$ cat src/rtl/trl_pkg.sv
// Shared constants, types and helpers of the 2D trilateration block.
package trl_pkg;

	// Field and coordinate widths
	localparam int FRAC_BITS  = 4;
	localparam int COORD_BITS = 16;
	localparam int DIST_W     = 15;
	localparam int OUT_W      = 24;
	localparam int CFG_IDX_W  = 4;

	// Datapath widths
	localparam int RNG_W  = DIST_W + 1;          // corrected range, signed
	localparam int SQ_W   = 2 * RNG_W;           // range squared, signed
	localparam int CSQ_W  = 2 * COORD_BITS;      // coordinate squared, signed
	localparam int DIFF_W = COORD_BITS + 1;      // anchor difference, signed
	localparam int C_W    = CSQ_W + 3;           // right-hand side, signed
	localparam int DET_W  = 2 * DIFF_W + 1;      // determinant, signed
	localparam int P_W    = C_W + DIFF_W;        // cross product, signed
	localparam int N_W    = P_W + 1;             // numerator, signed
	localparam int REM_W  = N_W + FRAC_BITS;     // scaled numerator magnitude
	localparam int Q_W    = OUT_W + 1;           // quotient with overflow bit
	localparam int DSH_W  = DET_W + OUT_W;       // shifted divisor
	localparam int CMP_W  = (REM_W > DSH_W) ? REM_W : DSH_W;
	localparam int N_CELLS = Q_W;

	// Output constants
	localparam logic signed [OUT_W-1:0] OUT_MAX = {1'b0, {(OUT_W-1){1'b1}}};
	localparam logic signed [OUT_W-1:0] OUT_MIN = {1'b1, {(OUT_W-1){1'b0}}};
	localparam logic signed [OUT_W-1:0] BELOW_Y = OUT_W'(888) << FRAC_BITS;
	localparam logic [Q_W-1:0] Q_HALF = Q_W'(1) << (OUT_W - 1);

	// Register reset values
	localparam logic signed [COORD_BITS-1:0] RST_A1X = COORD_BITS'(100);
	localparam logic signed [COORD_BITS-1:0] RST_A2Y = COORD_BITS'(100);
	localparam logic [DIST_W-1:0] RST_THRESHOLD = DIST_W'(30);
	localparam logic [DIST_W-1:0] RST_OFFSET    = DIST_W'(40);

	// Register indexes
	typedef enum logic [CFG_IDX_W-1:0] {
		REG_ANCHOR0_X    = 4'd0,
		REG_ANCHOR0_Y    = 4'd1,
		REG_ANCHOR1_X    = 4'd2,
		REG_ANCHOR1_Y    = 4'd3,
		REG_ANCHOR2_X    = 4'd4,
		REG_ANCHOR2_Y    = 4'd5,
		REG_NEAR_THRESH  = 4'd6,
		REG_RANGE_OFFSET = 4'd7
	} cfg_idx_t;

	// Register write port bundle
	typedef struct packed {
		logic                  we;
		logic [CFG_IDX_W-1:0]  idx;
		logic [COORD_BITS-1:0] data;
	} cfg_wr_t;

	// One beat through the divider row, both lanes side by side
	typedef struct packed {
		logic [REM_W-1:0] rem_x;
		logic [REM_W-1:0] rem_y;
		logic [DSH_W-1:0] dsh;
		logic [Q_W-1:0]   quo_x;
		logic [Q_W-1:0]   quo_y;
		logic             neg_x;
		logic             neg_y;
		logic             below;
		logic             degen;
	} div_beat_t;

	// Apply sign to a quotient magnitude and saturate
	function automatic logic signed [OUT_W-1:0] sat_fix(input logic [Q_W-1:0] q,
			input logic neg);
		logic signed [OUT_W-1:0] r;
		if (neg) begin
			if (q > Q_HALF) r = OUT_MIN;
			else r = -$signed(q[OUT_W-1:0]);
		end else begin
			if (q >= Q_HALF) r = OUT_MAX;
			else r = $signed(q[OUT_W-1:0]);
		end
		return r;
	endfunction

endpackage

$ cat src/rtl/trl_cell.sv
// One restoring-division cell: one quotient bit for each lane per beat.
module trl_cell import trl_pkg::*; (
	input  logic      clk,
	input  logic      arst_n,
	input  logic      in_valid,
	input  div_beat_t in_data,
	output logic      in_ready,
	output logic      out_valid,
	output div_beat_t out_data,
	input  logic      out_ready
);

	logic      v_q;
	div_beat_t beat_q;
	div_beat_t nxt;
	logic [CMP_W-1:0] dsh_w, rx_w, ry_w;
	logic ge_x, ge_y;

	// Trial subtract on both lanes, shift the divisor for the next cell
	always_comb begin
		dsh_w = CMP_W'(in_data.dsh);
		rx_w  = CMP_W'(in_data.rem_x);
		ry_w  = CMP_W'(in_data.rem_y);
		ge_x  = rx_w >= dsh_w;
		ge_y  = ry_w >= dsh_w;
		nxt       = in_data;
		nxt.rem_x = ge_x ? REM_W'(rx_w - dsh_w) : in_data.rem_x;
		nxt.rem_y = ge_y ? REM_W'(ry_w - dsh_w) : in_data.rem_y;
		nxt.quo_x = {in_data.quo_x[Q_W-2:0], ge_x};
		nxt.quo_y = {in_data.quo_y[Q_W-2:0], ge_y};
		nxt.dsh   = in_data.dsh >> 1;
	end

	assign in_ready  = !v_q || out_ready;
	assign out_valid = v_q;
	assign out_data  = beat_q;

	// Hold while stalled, else take the next beat
	always_ff @(posedge clk or negedge arst_n) begin
		if (!arst_n) begin
			v_q <= 1'b0;
		end else if (in_ready) begin
			v_q <= in_valid;
		end
	end

	always_ff @(posedge clk) begin
		if (in_ready && in_valid) begin
			beat_q <= nxt;
		end
	end

endmodule

$ cat config.mk
export PLATFORM = sky130hd
export DESIGN_NAME = trl_cell
export DESIGN_NICKNAME = d
export VERILOG_FILES = /design/src/rtl/trl_pkg.sv /design/src/rtl/trl_cell.sv
export SDC_FILE = /design/constraint.sdc
export NUM_CORES = 1
export LEC_CHECK = 0
export BUFFER_PORTS_ARGS = -buffer_cell sky130_fd_sc_hd__buf_2
export CELL_PAD_IN_SITES_DETAIL_PLACEMENT = 1
export CELL_PAD_IN_SITES_GLOBAL_PLACEMENT = 2
export CORE_ASPECT_RATIO = 0.9
export CORE_MARGIN = 8
export CORE_UTILIZATION = 29
export DETAILED_ROUTE_END_ITERATION = 10
export HOLD_SLACK_MARGIN = 0.12
export PLACE_DENSITY_LB_ADDON = 0.3
export SLEW_MARGIN = 20
export SYNTH_ARGS = -nofsm -noshare
export SYNTH_HDL_FRONTEND = slang
export SYNTH_SLANG_ARGS = --single-unit
$ cat constraint.sdc
create_clock -name clk -period 6.6 [get_ports clk]
set_clock_uncertainty 0.2 [all_clocks]
set_input_delay 0.66 -clock clk [delete_from_list [all_inputs] [get_ports clk]]
set_output_delay 0.66 -clock clk [all_outputs]
set_load 0.01 [all_outputs]
Yosys cells after proc, flatten, opt, wreduce, memory -nomap -nowiden
Index checks and enable logic that the tools add are counted.
Storage, ports and cells
  logic and storage cells: 19
  flip-flop bits (word level): 227
  latch bits: 0
  output and inout bits: 229
  RAM bits: 0
  memories: 0
  ROM bits: 0
Operators by class
  $mul: 0
  shifts and indexed selects: 0
  muxes and demuxes: 2
  equal/unequal tests: 0
  reductions and logical operators: 3
  divide/modulo/power cells: 0
  add/sub/neg operators: 2
  order comparisons: 2
  bitwise gates (word level): 0
Operators with widths (number)
  $ge 57x59->1: 2
  $mux 57: 2
  $sub 57x57->57: 2
  $logic_and 1x1->1: 1
  $logic_not 1->1: 1
  $logic_or 1x1->1: 1

Logic depth before layout (Yosys ltp)
  depth after elaboration: 3
  mapped depth: 15
  depth with buffers taken out: 13

Worst setup path after synthesis
No wires, ideal clock.
  path type: input port to flip-flop
  start point: input port out_ready
  end point: register beat_q, in the netlist out_data[0], enable pin
  slack: -0.240 ns
  stages on the path: 2
  arrival: 6.025 ns
  buffers on the path: 0
  setup time: 0.616 ns
  path through: nand2b_1 -> and2_1
Between the ends
  cells in the longest elaborated chain, start to end: 2
Ends and longest elaborated chain
  from (decl): line trl_cell.sv:10  | input logic out_ready
  $logic_or 1x1->1: line trl_cell.sv:34  | assign in_ready = !v_q || out_ready;
  $logic_and 1x1->1: line trl_cell.sv:48  | if (in_ready && in_valid) begin
  to (signal assigned): line trl_cell.sv:49  | beat_q <= nxt;
  to (decl): line trl_cell.sv:14  | div_beat_t beat_q;
No other way between the ends.
A chain may end at the register's enable or synchronous reset.

==> metrics.md <==
| Metric | Value |
|---|---|
| # clock sinks | `227` |
| Outcome | `complete, no violations` |
| # setup viols final | `0` |
| Dpl ws | `1.78 ns` |
| Overflow after GRT | `0` |
| Yosys cell types | `73` |
| Initial DRT Pass Iterations | `5` |
| Starting Density | `29.3%` |
| Die Width | `257 um` |
| Ratio of cells with drive above 1 in the final layout | `27.5%` |
| Syn nets | `1833` |
| Unrepaired setup endpoints after global routing | `no` |
| Min-Delay Path Depth | `3` |
| Area contributors post-synth | `edfxtp_1, ha_1, a21oi_1` |
| EDFF count, synth | `226` |
| Endpoint, Worst Hold | `out_data[213]` |
| Ys flop type | `edfxtp_1` |
| Kind of critical path | `in2reg` |
| Routed WL | `59300 um` |
| Die area | `59800 um^2` |
| Clk Latency, worst-skew pair | `0.59 ns` |
| Critical Path AT | `4.95 ns` |
| LEAKAGE | `8.93 nW` |
| CTS tree | `built` |
| CP endpoint kind | `flip-flop` |
| Startpoint Class | `input pin` |
| Initial DRC count | `568` |
| Worst rel slew slack | `45.7%` |
| Post-synthesis sequential element count | `227` |
| Post-Syn Area | `15100 um^2` |
| Core area | `51600 um^2` |
| Tmin final | `4.83 ns` |
| Port Buffers | `456` |
| R2r startpoint | `out_valid` |
| Nets@finish | `2372` |
| Worst-margin pin slew | `0.814 ns` |
| Hold path start | `in_data[213]` |
| Synth async-reset ratio | `0.441%` |
| Vias in the first global route | `14600` |
| Hold slack | `0.162 ns` |
| PwrDens | `224 nW/um^2` |
| Cell row count | `79` |
| Maximum vdd ir drop | `0.171 mV` |
| Final worst-path setup slack | `1.77 ns` |
| Wire per inst | `21.6 um` |
| Fill cells | `5922` |
| Cell Count, Final, Fillers Out | `2740` |
| Util after Layout | `39.1%` |
| Via count | `13500` |
| GRT Total Usage | `18.9%` |
| Top cell type's share of synthesized area | `44.8%` |
| Syn-to-layout area delta | `33.2%` |
| Max_cap viols | `0` |
| Dpl hpwl | `48200 um` |
| Setup bufs post-CTS | `0` |
| Worst-path clk slew | `0.07 ns` |
| Fmax | `207 MHz` |
| First-pass GRT wire length | `88500 um` |
| Maximum clock path buffer count | `3` |
| Die Y | `233 um` |
| Htree depth | `1` |
| Routed vias/inst | `4.94` |
| Synth top cells by count | `edfxtp_1, nand2_1, a21oi_1` |
| Max Slew Vio Count | `0` |
| # IOs | `460` |
| Yosys top cell by area | `edfxtp_1` |
| Gp weighted congestion | `0.837` |
| Placed cell count | `2570` |
| Worst R2R Path Depth | `3` |
| Largest net degree at the start of global routing | `97` |
| Crit Path Max Fanout | `50` |
| Initial antenna violation count | `15` |
| Average cell area after synthesis | `10.2 um^2` |
| Final Cycle Share | `73.1%` |
| Data required, critical path | `6.72 ns` |
| CTS root buf | `clkbuf_16` |
| TritonCTS buffer count | `29` |
| Reg2reg setup slack | `4.04 ns` |
| DRC errors left | `0` |
| Proportion of synthesized chip area in sequential cells | `45.0%` |
| Count leader, synth | `edfxtp_1` |
| Reg2reg end | `out_data[64]` |
| Hold crit path type | `in2reg` |
| Synth warn | `0` |
| Cells after Synth | `1486` |
| DRT antenna net count | `0` |
| Setup TNS | `0 ns` |
| Final hold vios | `0` |
-- stage by stage --
step	instance area, um^2	total power, W
CTS	20100	0.00459
floorplan	15100	0.00249
global route	20100	0.00475
global placement	18100	0.00288
detailed placement	18100	0.00290
finish	20200	0.00452
-- timing repair --
| item | in CTS | in global routing |
|---|---|---|
| setup endpoints to repair | 0 | 0 |
| resized for setup | 0 | 0 |
| endpoints found under the hold margin | 112 | 0 |
| hold buffers | 112 | 0 |
-- report_power, final --
part	internal (W)	total [W]	switching (W)	leakage, nW
combinational	0.000488	0.00119	0.000700	6.30
clock	0.000928	0.00160	0.000674	0.459
sequential	0.00171	0.00173	0.0000231	2.17
total	0.00312	0.00452	0.00140	8.93
-- kinds of logic (layout without fill, tap and decap cells) --
kind of cell	Yosys count	after routing	synth area share [%]
compound gates	448	448	18.9
xor+xnor	104	104	6.02
fa+ha+maj	116	116	9.69
buf+inv	155	716	4.20
flops	227	227	45.0
mux	61	61	4.50
other cells	1	6	0.0248
simple gates	374	374	11.6
-- routing by layer --
metal	up-vias	GRT usage, %	part of all wire [%]
met1	6549	24.7	45
met5	-	0	0.16
li1	6578	-	-
met4	14	4.31	2.3
met3	73	5.33	6.5
met2	319	30.8	46
-- layout by cell type, fill, tap and decap left out, types with 40 or more instances in the layout --
master         count
nand4_1           40
dlygate4sd3_1    112
inv_1             86
ha_1             114
xnor2_1           60
nor2_1            70
edfxtp_1         226
a21oi_1          124
o21ai_0           98
buf_2            456
xor2_1            44
a21o_1            78
nand2_1          148
-- how the worst max path moves through the flow --
stage	start	to	slack [ns]	cells past startpoint
after floorplan	out_ready	out_data[0]	2.31	2
final	in_data[64]	out_data[132]	1.77	15
after detailed placement	in_data[64]	out_data[125]	1.78	14
after global routing	in_data[64]	out_data[130]	1.60	15
after CTS	in_data[72]	out_data[125]	1.87	15
after global placement	in_data[64]	out_data[127]	1.86	14
-- final cells by class --
class                           instances  area (um^2)  area share, %
Antenna cell                            5         12.5         0.0621
Clock buffer                           33          741           3.68
Clock inverter                         20          204           1.01
Inverter                               86          323           1.60
Multi-Input combinational cell       1104         7690           38.2
Sequential cell                       227         6810           33.8
Tap cell                              688          861           4.27
Timing Repair Buffer                  577         3510           17.4
-- worst max-delay path, cell delays in order --
cell	delay, ns
dlygate4sd3_1	0.53
buf_2	0.13
inv_1	0.16
ha_1	0.33
a21oi_1	0.29
o221ai_1	0.17
and2_1	0.19
a311oi_2	0.53
nor3_2	0.13
a21bo_2	0.29
a21boi_2	0.19
o21ai_2	0.12
a31oi_4	0.43
buf_12	0.36
mux2_2	0.38
-- sequential cells by signal, indices dropped and copies added (netlist names) --
| register | count |
|---|---|
| out_valid | 1 |
| out_data | 226 |
Note: power is estimated with default switching activity, not from simulation.
