`src/rtl/trl_pkg.sv`:
```
// Shared constants, types and helpers of the 2D trilateration block.
package trl_pkg;

	// Field and coordinate widths
	localparam int FRAC_BITS  = 4;
	localparam int COORD_BITS = 16;
	localparam int DIST_W     = 15;
	localparam int OUT_W      = 24;
	localparam int CFG_IDX_W  = 4;

	// Datapath widths
	localparam int RNG_W  = DIST_W + 1;          // corrected range, signed
	localparam int SQ_W   = 2 * RNG_W;           // range squared, signed
	localparam int CSQ_W  = 2 * COORD_BITS;      // coordinate squared, signed
	localparam int DIFF_W = COORD_BITS + 1;      // anchor difference, signed
	localparam int C_W    = CSQ_W + 3;           // right-hand side, signed
	localparam int DET_W  = 2 * DIFF_W + 1;      // determinant, signed
	localparam int P_W    = C_W + DIFF_W;        // cross product, signed
	localparam int N_W    = P_W + 1;             // numerator, signed
	localparam int REM_W  = N_W + FRAC_BITS;     // scaled numerator magnitude
	localparam int Q_W    = OUT_W + 1;           // quotient with overflow bit
	localparam int DSH_W  = DET_W + OUT_W;       // shifted divisor
	localparam int CMP_W  = (REM_W > DSH_W) ? REM_W : DSH_W;
	localparam int N_CELLS = Q_W;

	// Output constants
	localparam logic signed [OUT_W-1:0] OUT_MAX = {1'b0, {(OUT_W-1){1'b1}}};
	localparam logic signed [OUT_W-1:0] OUT_MIN = {1'b1, {(OUT_W-1){1'b0}}};
	localparam logic signed [OUT_W-1:0] BELOW_Y = OUT_W'(888) << FRAC_BITS;
	localparam logic [Q_W-1:0] Q_HALF = Q_W'(1) << (OUT_W - 1);

	// Register reset values
	localparam logic signed [COORD_BITS-1:0] RST_A1X = COORD_BITS'(100);
	localparam logic signed [COORD_BITS-1:0] RST_A2Y = COORD_BITS'(100);
	localparam logic [DIST_W-1:0] RST_THRESHOLD = DIST_W'(30);
	localparam logic [DIST_W-1:0] RST_OFFSET    = DIST_W'(40);

	// Register indexes
	typedef enum logic [CFG_IDX_W-1:0] {
		REG_ANCHOR0_X    = 4'd0,
		REG_ANCHOR0_Y    = 4'd1,
		REG_ANCHOR1_X    = 4'd2,
		REG_ANCHOR1_Y    = 4'd3,
		REG_ANCHOR2_X    = 4'd4,
		REG_ANCHOR2_Y    = 4'd5,
		REG_NEAR_THRESH  = 4'd6,
		REG_RANGE_OFFSET = 4'd7
	} cfg_idx_t;

	// Register write port bundle
	typedef struct packed {
		logic                  we;
		logic [CFG_IDX_W-1:0]  idx;
		logic [COORD_BITS-1:0] data;
	} cfg_wr_t;

	// One beat through the divider row, both lanes side by side
	typedef struct packed {
		logic [REM_W-1:0] rem_x;
		logic [REM_W-1:0] rem_y;
		logic [DSH_W-1:0] dsh;
		logic [Q_W-1:0]   quo_x;
		logic [Q_W-1:0]   quo_y;
		logic             neg_x;
		logic             neg_y;
		logic             below;
		logic             degen;
	} div_beat_t;

	// Apply sign to a quotient magnitude and saturate
	function automatic logic signed [OUT_W-1:0] sat_fix(input logic [Q_W-1:0] q,
			input logic neg);
		logic signed [OUT_W-1:0] r;
		if (neg) begin
			if (q > Q_HALF) r = OUT_MIN;
			else r = -$signed(q[OUT_W-1:0]);
		end else begin
			if (q >= Q_HALF) r = OUT_MAX;
			else r = $signed(q[OUT_W-1:0]);
		end
		return r;
	endfunction

endpackage

```
`src/rtl/trl_if.sv`:
```


interface trl_rsp_if import trl_pkg::*; ();
	logic                    valid;
	logic                    ready;
	logic signed [OUT_W-1:0] pos_x;
	logic signed [OUT_W-1:0] pos_y;
	logic                    below_baseline;
	logic                    degenerate;

	modport source (output valid, output pos_x, output pos_y, output below_baseline,
		output degenerate, input ready);
	modport sink   (input valid, input pos_x, input pos_y, input below_baseline,
		input degenerate, output ready);
endinterface

```
`src/rtl/trl_back.sv`:
```
// Sign, saturation and special-case selection into the response register.
module trl_back import trl_pkg::*; (
	input  logic      clk,
	input  logic      arst_n,
	input  logic      in_valid,
	input  div_beat_t in_data,
	output logic      in_ready,
	trl_rsp_if.source rsp
);

	logic                    v_q;
	logic signed [OUT_W-1:0] px_q, py_q;
	logic                    below_q, degen_q;
	logic signed [OUT_W-1:0] px_w, py_w;

	// Pick the final coordinates
	always_comb begin
		px_w = sat_fix(in_data.quo_x, in_data.neg_x);
		py_w = in_data.below ? BELOW_Y : sat_fix(in_data.quo_y, in_data.neg_y);
		if (in_data.degen) begin
			px_w = '0;
			py_w = '0;
		end
	end

	assign in_ready = !v_q || rsp.ready;

	always_ff @(posedge clk or negedge arst_n) begin
		if (!arst_n) begin
			v_q <= 1'b0;
		end else if (in_ready) begin
			v_q <= in_valid;
		end
	end

	always_ff @(posedge clk) begin
		if (in_ready && in_valid) begin
			px_q    <= px_w;
			py_q    <= py_w;
			below_q <= in_data.below;
			degen_q <= in_data.degen;
		end
	end

	assign rsp.valid          = v_q;
	assign rsp.pos_x          = px_q;
	assign rsp.pos_y          = py_q;
	assign rsp.below_baseline = below_q;
	assign rsp.degenerate     = degen_q;

endmodule

```
`src/flat_wrapper.sv`:
```
// flat-port wrapper written by rule: the top's interface ports become plain ports
module trl_back_flat import trl_pkg::*;
  (clk, arst_n, in_valid, in_data, in_ready, rsp_valid, rsp_pos_x, rsp_pos_y, rsp_below_baseline, rsp_degenerate, rsp_ready);
  trl_rsp_if rsp_i ();
  input  logic clk;
  input  logic arst_n;
  input  logic in_valid;
  input  div_beat_t in_data;
  output logic in_ready;
  output wire logic [$bits(rsp_i.valid)-1:0] rsp_valid;
  output wire logic [$bits(rsp_i.pos_x)-1:0] rsp_pos_x;
  output wire logic [$bits(rsp_i.pos_y)-1:0] rsp_pos_y;
  output wire logic [$bits(rsp_i.below_baseline)-1:0] rsp_below_baseline;
  output wire logic [$bits(rsp_i.degenerate)-1:0] rsp_degenerate;
  input wire logic [$bits(rsp_i.ready)-1:0] rsp_ready;
  assign rsp_valid = rsp_i.valid;
  assign rsp_pos_x = rsp_i.pos_x;
  assign rsp_pos_y = rsp_i.pos_y;
  assign rsp_below_baseline = rsp_i.below_baseline;
  assign rsp_degenerate = rsp_i.degenerate;
  assign rsp_i.ready = rsp_ready;
  trl_back u_core (.clk(clk), .arst_n(arst_n), .in_valid(in_valid), .in_data(in_data), .in_ready(in_ready), .rsp(rsp_i));
endmodule
```
`config.mk`:
```
export PLATFORM = sky130hd
export DESIGN_NAME = trl_back_flat
export DESIGN_NICKNAME = d
export VERILOG_FILES = /design/src/rtl/trl_pkg.sv /design/src/rtl/trl_if.sv /design/src/rtl/trl_back.sv /design/src/flat_wrapper.sv
export SDC_FILE = /design/constraint.sdc
export NUM_CORES = 1
export LEC_CHECK = 0
export BUFFER_PORTS_ARGS = -buffer_cell sky130_fd_sc_hd__clkbuf_2
export CAP_MARGIN = 20
export CORE_AREA = 10 10 109 111
export CTS_CLUSTER_DIAMETER = 100
export CTS_CLUSTER_SIZE = 10
export DETAILED_ROUTE_END_ITERATION = 10
export DIE_AREA = 0 0 119 121
export PLACE_DENSITY = 0.76
export RECOVER_POWER = 100
export SLEW_MARGIN = 20
export SYNTH_ARGS = -nofsm -noshare
export SYNTH_HDL_FRONTEND = slang
export SYNTH_SLANG_ARGS = --single-unit
```
`constraint.sdc`:
```
create_clock -name clk -period 2.15 [get_ports clk]
set_clock_uncertainty 0.05 [all_clocks]
set_input_delay 0 -clock clk [delete_from_list [all_inputs] [get_ports clk]]
set_output_delay 0 -clock clk [all_outputs]
set_load 0.005 [all_outputs]
```
Yosys cells after proc, flatten, opt, wreduce, memory -nomap -nowiden
Cells that the tools add are included.

Register bits after elaboration: 51. Output and inout port bits: 52. Logic and storage cells: 23.

Add/sub/neg operators: 2. Magnitude comparators: 4. Muxes and demuxes: 7. Reduce and logical (&&, ||, !) cells: 4.

Operators by type and width (number): $mux W24 (6); $ge A25 B24 Y1 const B (2); $gt A25 B24 Y1 const B (2); $neg A24 Y24 (2); $mux W14 (1); $reduce_or A2 Y1 (1); $logic_and A1 B1 Y1 (1); $logic_not A1 Y1 (1); $logic_or A1 B1 Y1 (1).

Longest topological paths before layout
Gate-level depths: netlist of run 1.

Depth after elaboration: 4. Mapped depth: 9.

Worst setup path after synthesis of run 1
No wires, ideal clock.

Kind: register -> register. Start: register u_core.v_q (netlist: u_core.rsp.valid). End: register u_core.below_q (netlist: u_core.rsp.below_baseline), enable pin. Setup time: 0.413 ns. Arrival: 1.714 ns. Required time: 1.687 ns. Slack: -0.027 ns. Cell stages (with the launch flop): 3. Period minus slack after synthesis: 2.177 ns. Cell sequence: dfrtp_1 nand2b_1 and2_1.

Cells in the longest elaborated chain, start to end: 3.

Ends and longest elaborated chain: start, declared (line trl_back.sv:11) `logic v_q;`; start signal, assigned (line trl_back.sv:32) `v_q <= in_valid;`; $logic_not A1 Y1 (line trl_back.sv:26) `assign in_ready = !v_q || rsp.ready;`; $logic_or A1 B1 Y1 (line trl_back.sv:26); named net in_ready (line flat_wrapper.sv:9) `output logic in_ready;`; $logic_and A1 B1 Y1 (line trl_back.sv:37) `if (in_ready && in_valid) begin`; end signal, assigned (line trl_back.sv:40) `below_q <= in_data.below;`; end, declared (line trl_back.sv:13) `logic below_q, degen_q;`.

The timed path passes the listed nets, and every way through them passes these cells. A chain may end at the register's enable or synchronous reset.

Worst setup path in the final report of run 1
Start: input in_data[26] (netlist name). End: register u_core.py_q[11] (netlist: u_core.rsp.pos_y[11]) (data pin).

Cells in the longest elaborated chain, start to end: 3.

Ends and longest elaborated chain: start, declared (line flat_wrapper.sv:8) `input div_beat_t in_data;`; $ge A25 B24 Y1 / $gt A25 B24 Y1 (equally long branches) (line trl_pkg.sv:78, trl_pkg.sv:75); $mux W24, on equally long branches (line trl_pkg.sv:78, trl_pkg.sv:75); $mux W24 * (line trl_pkg.sv:74) `if (neg) begin`; end signal, assigned (line trl_back.sv:39) `py_q <= py_w;`; end, declared (line trl_back.sv:12) `logic signed [OUT_W-1:0] px_q, py_q;`.

Every way passes the cells marked *; elsewhere a longest branch is shown, timed or not.

==> results of run 1 <==
## cells in the mapped netlist, drive strengths merged, types with 3 or more instances
cell type	n	area [sq um]
nand3	20	100.1
or4	6	48.80
edfxtp	50	1501
o31ai	3	22.52
a31oi	3	33.78
nor2	46	182.7
nor4	7	50.05
nand4	8	50.05
xnor2	3	26.28
nor3	16	80.08
o21ai	13	65.06
o22ai	9	56.30
or2	5	31.28
a311oi	15	131.4
inv	6	22.52
nand4b	3	26.28
a21oi	40	200.2
or3b	3	26.28
nand2b	6	37.54
or3	10	62.56
nand2	26	97.59
a211oi	4	35.03
clkbuf	14	52.55
buf	5	31.28
## sequential cells by signal, summed over array words and instances, names as in the netlist
signal                     flops
u_core.rsp.pos_x              24
u_core.rsp.valid               1
u_core.rsp.degenerate          1
u_core.rsp.pos_y              24
u_core.rsp.below_baseline      1
## report_power, final
part | internal [mW] | switching [mW]
Sequential | 1.17 | 0.0172
Combinational | 0.169 | 0.270
Clock | 0.377 | 0.313
Total | 1.71 | 0.601
## layer usage
metal | global-route usage | vias to the layer above | share of wire
li1 | - | 1655 | -
met1 | 0.1706 | 1604 | 0.42
met2 | 0.2203 | 170 | 0.46
met3 | 0.05770 | 10 | 0.11
met4 | 0.03740 | 0 | 0.0081
met5 | 0 | - | 0
## logic make-up (layout without fill, tap and decap cells)
kind of cell,after synthesis,count (layout),synth area share
simple gates,166,166,0.2682
compound gates,106,106,0.2152
flops,51,51,0.4621
buf+inv,26,158,0.03333
xor+xnor,4,4,0.01061
fa+ha+maj,2,2,0.007575
mux,1,1,0.003030
## worst min-delay path by stage
stage / end / slack, ps / cells past startpoint / from
2_1_floorplan: u_core.rsp.valid / -350 / 0 / arst_n
3_3_place_gp: u_core.rsp.valid / -280 / 1 / arst_n
3_5_place_dp: u_core.rsp.valid / -270 / 1 / arst_n
4_1_cts: u_core.rsp.pos_y[0] / 4 / 3 / in_data[4]
5_1_grt: u_core.rsp.pos_y[17] / 20 / 2 / in_data[21]
6_report: u_core.rsp.pos_y[17] / 10 / 2 / in_data[21]
## cell type report
| class | instances | area, sq um | share of cell area |
|---|---|---|---|
| multi-input combinational | 279 | 1704 | 0.3970 |
| sequential | 51 | 1526 | 0.3556 |
| timing repair buffer | 143 | 752.0 | 0.1752 |
| tap | 133 | 166.4 | 0.03876 |
| clock buffer | 6 | 82.58 | 0.01924 |
| clock inverter | 2 | 35.03 | 0.008161 |
| inverter | 7 | 26.28 | 0.006121 |
## repair_timing
| action | CTS | global route |
|---|---|---|
| hold endpoints to repair | 6 | 0 |
| hold buffers | 8 | 0 |
| setup endpoints to repair | 0 | 9 |
| resized for setup | 0 | 6 |
## metrics by stage
| stage | TNS [ps] | cells | area (sq um) | setup slack, ps |
|---|---|---|---|---|
| finish | 0 | 621 | 4293 | 66.03 |
| global placement | 0 | 605 | 4140 | 10.33 |
| detailed placement | -60.43 | 605 | 4140 | -42.71 |
| global route | -8.552 | 621 | 4293 | -8.552 |
| floorplan | 0 | 356 | 3304 | 191.4 |
| CTS | 0 | 621 | 4338 | 15.02 |
## layout by cell type (no fill, tap or decap), types with 2 or more instances in the layout
cell           netlist  final
ha_1                 2      2
or3_1               10     10
xnor2_1              3      3
clkbuf_8             0      6
nand2_1             26     26
nor4_1               6      6
dlygate4sd3_1        0      8
or3b_2               2      2
o21ai_0             11     11
o31ai_1              3      3
clkbuf_2             0     57
nor3_1              16     15
nand2b_1             6      6
or4_1                5      5
o22ai_1              9      9
o21bai_1             2      2
edfxtp_1            50     50
a21oi_1             40     40
buf_4                1     24
nand3b_1             2      2
nand3_1             20     20
o21ai_1              2      2
a311oi_1            15     12
o31a_1               2      2
or2_2                5      5
a311oi_2             0      3
a31oi_1              2      2
inv_1                6      6
and3_1               2      2
nand4_1              8      8
nand4b_1             3      3
o32ai_1              2      2
clkbuf_1            14     53
nor2_1              44     45
a211oi_1             3      3
==> metrics, run 1 <==
CP Class input pin to flip-flop; starting density of the core 0.3427; Synth async-reset ratio 0.01961; Post-synth EDFFs 50; first-pass GRT wire length 16,920 microns; crit path max fanout 11; CP Capture Type flip-flop; final core occ 0.4454; Final ANT Viol Nets 0; distinct cell type count after synthesis 63; Post-Route WL 10,470 microns; Die W 119 microns; reg2reg path depth 3; vias per cell 5.538; Critical Path, Cell by Cell dlygate4sd3_1, clkbuf_2, or4_1, nor3_4, a31o_4, o21ai_1, buf_4, a311oi_1; cell count after synthesis 356; Crit-path slowest cell dlygate4sd3_1; hold slack 11.45 ps; outcome finished, final reports clean; synthesized cell area 3303 sq um; post-synthesis sequential area ratio 0.4621; Req. time, crit path 2210 ps; cell count along the critical path 8; diode count 0; global-route usage over all layers 0.1390; final-stage net count 720; total number of vias 3,439; register bit total from synthesis 51; cell family with most CP delay buffers and inverters; 1st-iter DRT viols 236; Net Count, Synth 589; # rows 36; minimum clock period 2084 ps; # Post-CTS Setup Buffers 0; Fin. Hold Viols 0; top_reg_cell synth edfxtp_1; H-Tree Depth 2; synthesis-to-finish area growth 29.96%; max-slew violation count 0; total CTS buffers 5; critical path arrival 2140 ps; DP HPWL 7989 microns; Largest stage delay, worst path 530 ps; final setup vio count 0; Fillers 983; height of the die 121 microns; core box area 9639 sq um; Crit path buffers/inverters 3; # DRC 0; Synthesis Warnings 0; GPL Wtd Cong 0.8794; RR Endpoint u_core.rsp.pos_x[9]; drt first pass iters 5; vias in the first global route 3,389; initial antenna violation count 0; Hold WC Path Type input pin to flip-flop; Worst Tran Pin Value 685.0 ps; Slew headroom 0.5433; R2R setup slack 500 ps; Max Cap Violations 0; share of layout cells above drive strength 1 0.2234; clk sinks 51; Clock Pin Slew Worst Setup and Hold Paths 100 ps; CTS tree built; routed len/inst 16.85 microns; power per cell area 539.1 nW/um^2; max frequency 0.4799 GHz; clk buf depth 2; root buf cell clkbuf_8; leakage 1.513 nW; I/O Buffers 109; crit start category input pin; num ports 283; Die ar. 14,400 sq um; Power, Total 2.314 mW; worst setup path startpoint in_data[26]; clk_lat worst skew 290 ps; Worst R2R Start u_core.rsp.valid; largest net degree at the start of global routing 51; Avg Cell Area, Syn 9.279 sq um; Remaining Overflow, GRT 0; period utilisation layout 0.9693; crit path to u_core.rsp.pos_y[11]; VDD IR max 0.3047 mV
Power figures use the tool's default switching activity.
==> run 2: changes to the inputs <==
- SETUP_SLACK_MARGIN: unset -> 0.1
==> run 2 against run 1 <==
- hold slack gained 2.7 ps
- first-iteration DRC count shrank 4.2%
- critical path type unchanged
- sequential share of layout area grew 0.54 points
- sequential cell count is the same
- combinational power shrank 2%
- critical path depth is the same
==> metrics, run 2 (same netlist as run 1, synthesis figures left out) <==
height of the die 121 microns (unchanged); # Post-CTS Setup Buffers 0 (unchanged); total number of vias 3,424 (-0.44%); drt first pass iters 4 (-1); vias per cell 5.514 (-0.44%); initial antenna violation count 0 (unchanged); Clock power frac 0.298 (about the same); Slew headroom 0.4315 (-0.1119); power per cell area 543.6 nW/um^2 (+0.85%); Max Cap Violations 0 (unchanged); diode count 0 (unchanged); VDD IR max 0.3013 mV (-1.1%); Fin. Hold Viols 0 (unchanged); Int Power 1.708 mW (-0.27%); starting density of the core 0.3427 (unchanged); Req. time, crit path 2220 ps (about the same); RSZ-0062 raised after global routing false; H-Tree Depth 2 (unchanged); Net Sw Frac 0.2569 (-0.002884); Die W 119 microns (unchanged); Comb pwr share 0.187 (-0.003); Final ANT Viol Nets 0 (unchanged); share of layout cells above drive strength 1 0.2029 (-0.02049); Worst Tran Pin Value 852.8 ps (+167.8 ps); largest net degree at the start of global routing 51 (unchanged); CTS tree built; WHS Endpoint u_core.rsp.pos_y[17]; final-stage net count 720 (unchanged); period utilisation layout 0.9053 (-0.06394); power share of the sequential group 0.515 (+0.003); routed len/inst 16.69 microns (-0.98%); core box area 9639 sq um (unchanged); crit start category input pin; reg2reg path depth 3 (unchanged); leakage 1.484 nW (-1.9%); most frequent cells in the layout 57 x clkbuf_1, 53 x clkbuf_2, 50 x edfxtp_1; Hold WC Path Type input pin to flip-flop; Place WS -42.71 ps (unchanged); clk sinks 51 (unchanged); final setup vio count 0 (unchanged); most common library cell in the layout ignoring fill and taps clkbuf_1; Clock Pin Slew Worst Setup and Hold Paths 100 ps (about the same); max-slew violation count 0 (unchanged); minimum clock period 1946 ps (-137.5 ps); vias in the first global route 3,388 (-0.030%); 1st-iter DRT viols 226 (-4.2%); first-pass GRT wire length 16,910 microns (about the same); Power, Total 2.299 mW (-0.65%); Final WS setup 203.5 ps (+137.5 ps); Post-Route WL 10,360 microns (-0.98%); synthesis-to-finish area growth 28.03%; clk buf depth 2 (unchanged); max frequency 0.5137 GHz (+7.1%); Remaining Overflow, GRT 0 (unchanged); Die ar. 14,400 sq um (unchanged); P_sw 0.5905 mW (-1.8%); hold_sp in_data[21]; Hold Path Depth 2 (unchanged); I/O Buffers 109 (unchanged); # rows 36 (unchanged); Worst R2R Start u_core.rsp.valid; critical path arrival 2020 ps (-120 ps); setup_tns 0 ps (unchanged); CP Capture Type flip-flop; RR Endpoint u_core.rsp.pos_x[9]; crit path max fanout 11 (unchanged); num ports 283 (unchanged); DP HPWL 7989 microns (unchanged); outcome finished, final reports clean; total CTS buffers 5 (unchanged); root buf cell clkbuf_8; # DRC 0 (unchanged); GPL Wtd Cong 0.8794 (unchanged); CP Class input pin to flip-flop; R2R setup slack 490 ps (about the same); global-route usage over all layers 0.1389 (about the same); clk_lat worst skew 290 ps (about the same); final core occ 0.4387 (-0.006620)
[run 2: worst max-delay path, stage by stage]
cell	delay, ps
dlygate4sd3_1	530
clkbuf_1	110
or3_1	390
nor2_1	150
a31o_2	250
o21ai_1	110
buf_4	210
a311oi_1	270
[run 2: what timing repair did]
action	CTS	global route
hold endpoints to repair	6	0
resized for setup	0	1
hold buffers	8	0
setup endpoints to repair	0	4
[run 2: power by group through the flow]
stage / sequential, mW / clock [mW] / combinational (mW)
floorplan: 1.21 / 0 / 0.198
global placement: 1.20 / 0 / 0.432
detailed placement: 1.20 / 0 / 0.441
CTS: 1.18 / 0.721 / 0.454
global route: 1.19 / 0.755 / 0.480
finish: 1.18 / 0.685 / 0.430
[run 2: per-layer routing]
layer / vias up / share of wire / global-route usage
li1: 1653 / - / -
met1: 1591 / 0.43 / 0.1703
met2: 174 / 0.46 / 0.2199
met3: 6 / 0.11 / 0.05817
met4: 0 / 0.0053 / 0.03740
met5: - / 0 / 0
[run 2: worst max path at each step]
stage | startpoint | slack, ps | depth (start not counted) | to
floorplan | in_data[30] | 190 | 7 | u_core.rsp.pos_x[10]
global placement | in_data[30] | 10 | 9 | u_core.rsp.pos_x[15]
detailed placement | in_data[30] | -40 | 9 | u_core.rsp.pos_x[15]
CTS | in_data[19] | 230 | 8 | u_core.rsp.pos_y[1]
global route | in_data[19] | 60 | 8 | u_core.rsp.pos_y[1]
finish | in_data[19] | 200 | 8 | u_core.rsp.pos_y[1]
[run 2: layout make-up]
type                       count  area (sq um)
sequential                    51          1526
inverter                       7         26.28
timing repair buffer         143         747.0
fill                         987          5410
clock inverter                 2         35.03
multi-input combinational    279          1645
clock buffer                   6         82.58
tap                          133         166.4
[run 2: stage by stage]
stage                     std cells  hold slack [ps]  instance area, sq um
after global placement          605           -275.3                  4140
after global routing            621            17.55                  4229
after CTS                       621            3.685                  4338
after floorplan                 356           -345.6                  3304
after detailed placement        605           -272.8                  4140
final                           621            14.14                  4229
==> run 3: changes to the inputs <==
- ABC_AREA: unset -> 1
- CORE_AREA: 10 10 109 111 -> 10 10 112 114
- DIE_AREA: 0 0 119 121 -> 0 0 122 124
==> run 3 against run 2 <==
- the flow now finishes with violations (max-capacitance violations, max-slew violations)
- first-iteration DRC count is 25% higher
- design area is 6.4% higher
- sequential share of layout area is 2.2 points lower
- via count is 11% higher
- utilization is 0.10 points higher
- die area is 5.1% higher
- hold slack better by 57 ps
- combinational power is 11% higher
- routed wire length is 19% higher
==> metrics, run 3 <==
outcome complete, but fails checks; failing checks max-capacitance violations, max-slew violations; hold_sp in_data[30]; XOR/XNOR share of the synthesized area 0.03777 (+0.02717); Max Cap Violations 1 (+1); vias in the first global route 3,714 (+9.6%); DP HPWL 9386 microns (+17%); Synth async-reset ratio 0.01961 (unchanged); main combinational cell family by area after synthesis simple AND/OR/NAND/NOR gates; Fin. Hold Viols 0 (unchanged); Int Power 1.554 mW (-9.1%); cell count after synthesis 482 (+35%); Die ar. 15,130 sq um (+5.1%); first-pass GRT wire length 19,150 microns (+13%); I/O Buffers 109 (unchanged); Die W 122 microns (+2.5%); CP Capture Type flip-flop; synthesized cell area 3710 sq um (+12%); Clock Pin Slew Worst Setup and Hold Paths 100 ps (about the same); top cells by count, synth 70 x nor2_1, 68 x nand2_1, 60 x a21oi_1; Post-Route WL 12,360 microns (+19%); largest net degree at the start of global routing 51 (unchanged); Worst Tran Pin Value 1525 ps (+671.7 ps); Net Count, Synth 715 (+21%); clk buf depth 2 (unchanged); CTS tree built; root buf cell clkbuf_8; top-count cell post-synth nor2_1; distinct cell type count after synthesis 33 (-48%); worst setup path startpoint in_data[4]; power share of the sequential group 0.531 (+0.016); Final Cell Area 4499 sq um (+6.4%); total number of vias 3,811 (+11%); post-synthesis sequential area ratio 0.4115 (-0.05065); Worst R2R Start u_core.rsp.valid; # DRC 0 (unchanged); initial antenna violation count 0 (unchanged); crit start category input pin; P_sw 0.6708 mW (+14%); fraction of synthesized area in multiplexers 0 (-0.003030); synthesis-to-finish area growth 21.28%; Post-synth EDFFs 50 (unchanged); compound-cell area share of the yosys netlist 0.1484 (-0.06675); clk_lat worst skew 300 ps (about the same); placed cell areas 4394 sq um (+6.1%); area fraction of the dominant cell type after synthesis 0.4047 (-0.04982); Clock power frac 0.254 (-0.044); starting density of the core 0.3626 (+0.01992); most common library cell in the layout ignoring fill and taps nor2_1; Avg Cell Area, Syn 7.697 sq um (-17%); # Post-CTS Setup Buffers 0 (unchanged); VDD IR max 0.3170 mV (+5.2%); GPL Wtd Cong 0.9501 (+8.0%); diode count 0 (unchanged); CP Class input pin to flip-flop; drt first pass iters 4 (unchanged); height of the die 124 microns (+2.5%); # rows 37 (+2.8%); 1st-iter DRT viols 283 (+25%); Slew headroom -0.01634 (-0.4478); H-Tree Depth 2 (unchanged); Req. time, crit path 2240 ps (+20 ps); most frequent cells in the layout 70 x nor2_1, 68 x nand2_1, 57 x a21oi_1, 57 x clkbuf_2, 55 x nand3_1; power per cell area 494.4 nW/um^2 (-9.0%); critical path arrival 2040 ps (+20 ps); global-route usage over all layers 0.1582 (+0.01928); top cells by area, synth edfxtp_1 40%, a21oi_1 8.1%, nand3_1 7.4%, nor2_1 7.1%, nand2_1 6.9%; max frequency 0.5113 GHz (-0.48%); num ports 283 (unchanged); vias per cell 5.228 (-5.2%); routed len/inst 16.95 microns (+1.6%); setup_tns 0 ps (unchanged); Hold WC Path Type input pin to flip-flop; final-stage net count 825 (+15%); top_reg_cell synth edfxtp_1; Fillers 1,061 (+7.5%); leakage 1.725 nW (+16%); final setup vio count 0 (unchanged); clk sinks 51 (unchanged); max-slew violation count 32 (+32); Post-Synth Adder-Cell Area 0.006745 (-0.0008304); Remaining Overflow, GRT 0 (unchanged); crit path max fanout 6 (-5); period utilisation layout 0.9097 (+0.004380); core box area 10,230 sq um (+6.1%); Net Sw Frac 0.3015 (+0.04469); Yosys top cell by area edfxtp_1; total CTS buffers 5 (unchanged); register bit total from synthesis 51 (unchanged); RSZ-0062 raised after global routing false; Post-Synth Simple-Gate Area 0.3251 (+0.05694); Synthesis Warnings 0 (unchanged); share of layout cells above drive strength 1 0.1686 (-0.03423); Final ANT Viol Nets 0 (unchanged); minimum clock period 1956 ps (+9.416 ps); Comb pwr share 0.215 (+0.028)
==> run 3: cell count changes after synthesis, sizes merged, moves of 15 or more <==
cell | before | now
o21ai | 13 | 47
a21oi | 40 | 60
nor2 | 46 | 80
inv | 6 | 40
nand3 | 20 | 58
a311oi | 15 | 0
nor3 | 16 | 1
nand2 | 26 | 77
==> run 3: stage by stage <==
stage          power [mW]  worst slack [ps]  hold WS (ps)    util  std cells
6_report            2.225             194.1         71.06  0.4398        729
5_1_grt             2.345             75.51         100.7  0.4398        729
4_1_cts             2.262             147.1         64.89  0.4450        729
3_5_place_dp        1.682             382.0        -273.2  0.4295        714
3_3_place_gp        1.672             409.8        -270.8  0.4295        714
2_1_floorplan       1.455             389.7        -345.6       -        482
==> run 3: power groups by stage <==
stage / logic, mW / clock network, mW / registers, mW
floorplan: 0.245 / 0 / 1.21
global placement: 0.472 / 0 / 1.20
detailed placement: 0.479 / 0 / 1.20
CTS: 0.493 / 0.587 / 1.18
global route: 0.542 / 0.615 / 1.19
finish: 0.479 / 0.564 / 1.18
==> run 3: final cells by class <==
type / count / area (sq um) / share of cell area
multi-input combinational: 370 / 1961 / 0.4358
sequential: 51 / 1526 / 0.3393
timing repair buffer: 123 / 599.3 / 0.1332
tap: 136 / 170.2 / 0.03782
inverter: 41 / 153.9 / 0.03420
clock buffer: 5 / 68.82 / 0.01529
clock inverter: 3 / 20.02 / 0.004449
==> run 3: logic make-up (layout without fill, tap and decap cells) <==
| logic type | count (synthesis) | count (layout) |
|---|---|---|
| buffers and inverters | 61 | 172 |
| flip-flops | 51 | 51 |
| adder cells (fa/ha/maj) | 2 | 2 |
| AO/OA/AOI/OAI | 109 | 109 |
| AND/OR/NAND/NOR | 243 | 243 |
| XOR/XNOR | 16 | 16 |
==> run 3: routing by layer <==
metal / share of wire / GRT usage / vias to the layer above
li1: - / - / 1882
met1: 0.46 / 0.2187 / 1740
met2: 0.43 / 0.2308 / 170
met3: 0.089 / 0.04027 / 19
met4: 0.023 / 0.06185 / 0
met5: 0 / 0 / -
==> run 3: final timing paths <==
check / slack, ps / cells past startpoint / to
min in group asynchronous: 480 / 3 / u_core.rsp.valid
worst max register to register: 530 / 2 / u_core.rsp.pos_y[23]
worst min register to register: 1080 / 3 / u_core.rsp.valid
max in group asynchronous: 1470 / 3 / u_core.rsp.valid
worst max-delay path: 190 / 10 / u_core.rsp.pos_y[22]
worst min-delay path: 70 / 3 / u_core.rsp.pos_x[1]
==> run 3: worst max-delay path: stages <==
cell,delay [ps]
dlygate4sd3_1,530
clkbuf_1,120
inv_1,110
ha_1,210
nand2_2,150
nor2_1,380
nand3_1,130
nand2_1,80
nand4_1,100
a21oi_2,230
==> run 3: timing repair <==
action,4_1_cts,5_1_grt
endpoints found under the hold margin,5,0
hold buffers,7,0
endpoints found under the setup margin,0,11
gates resized for setup,0,6
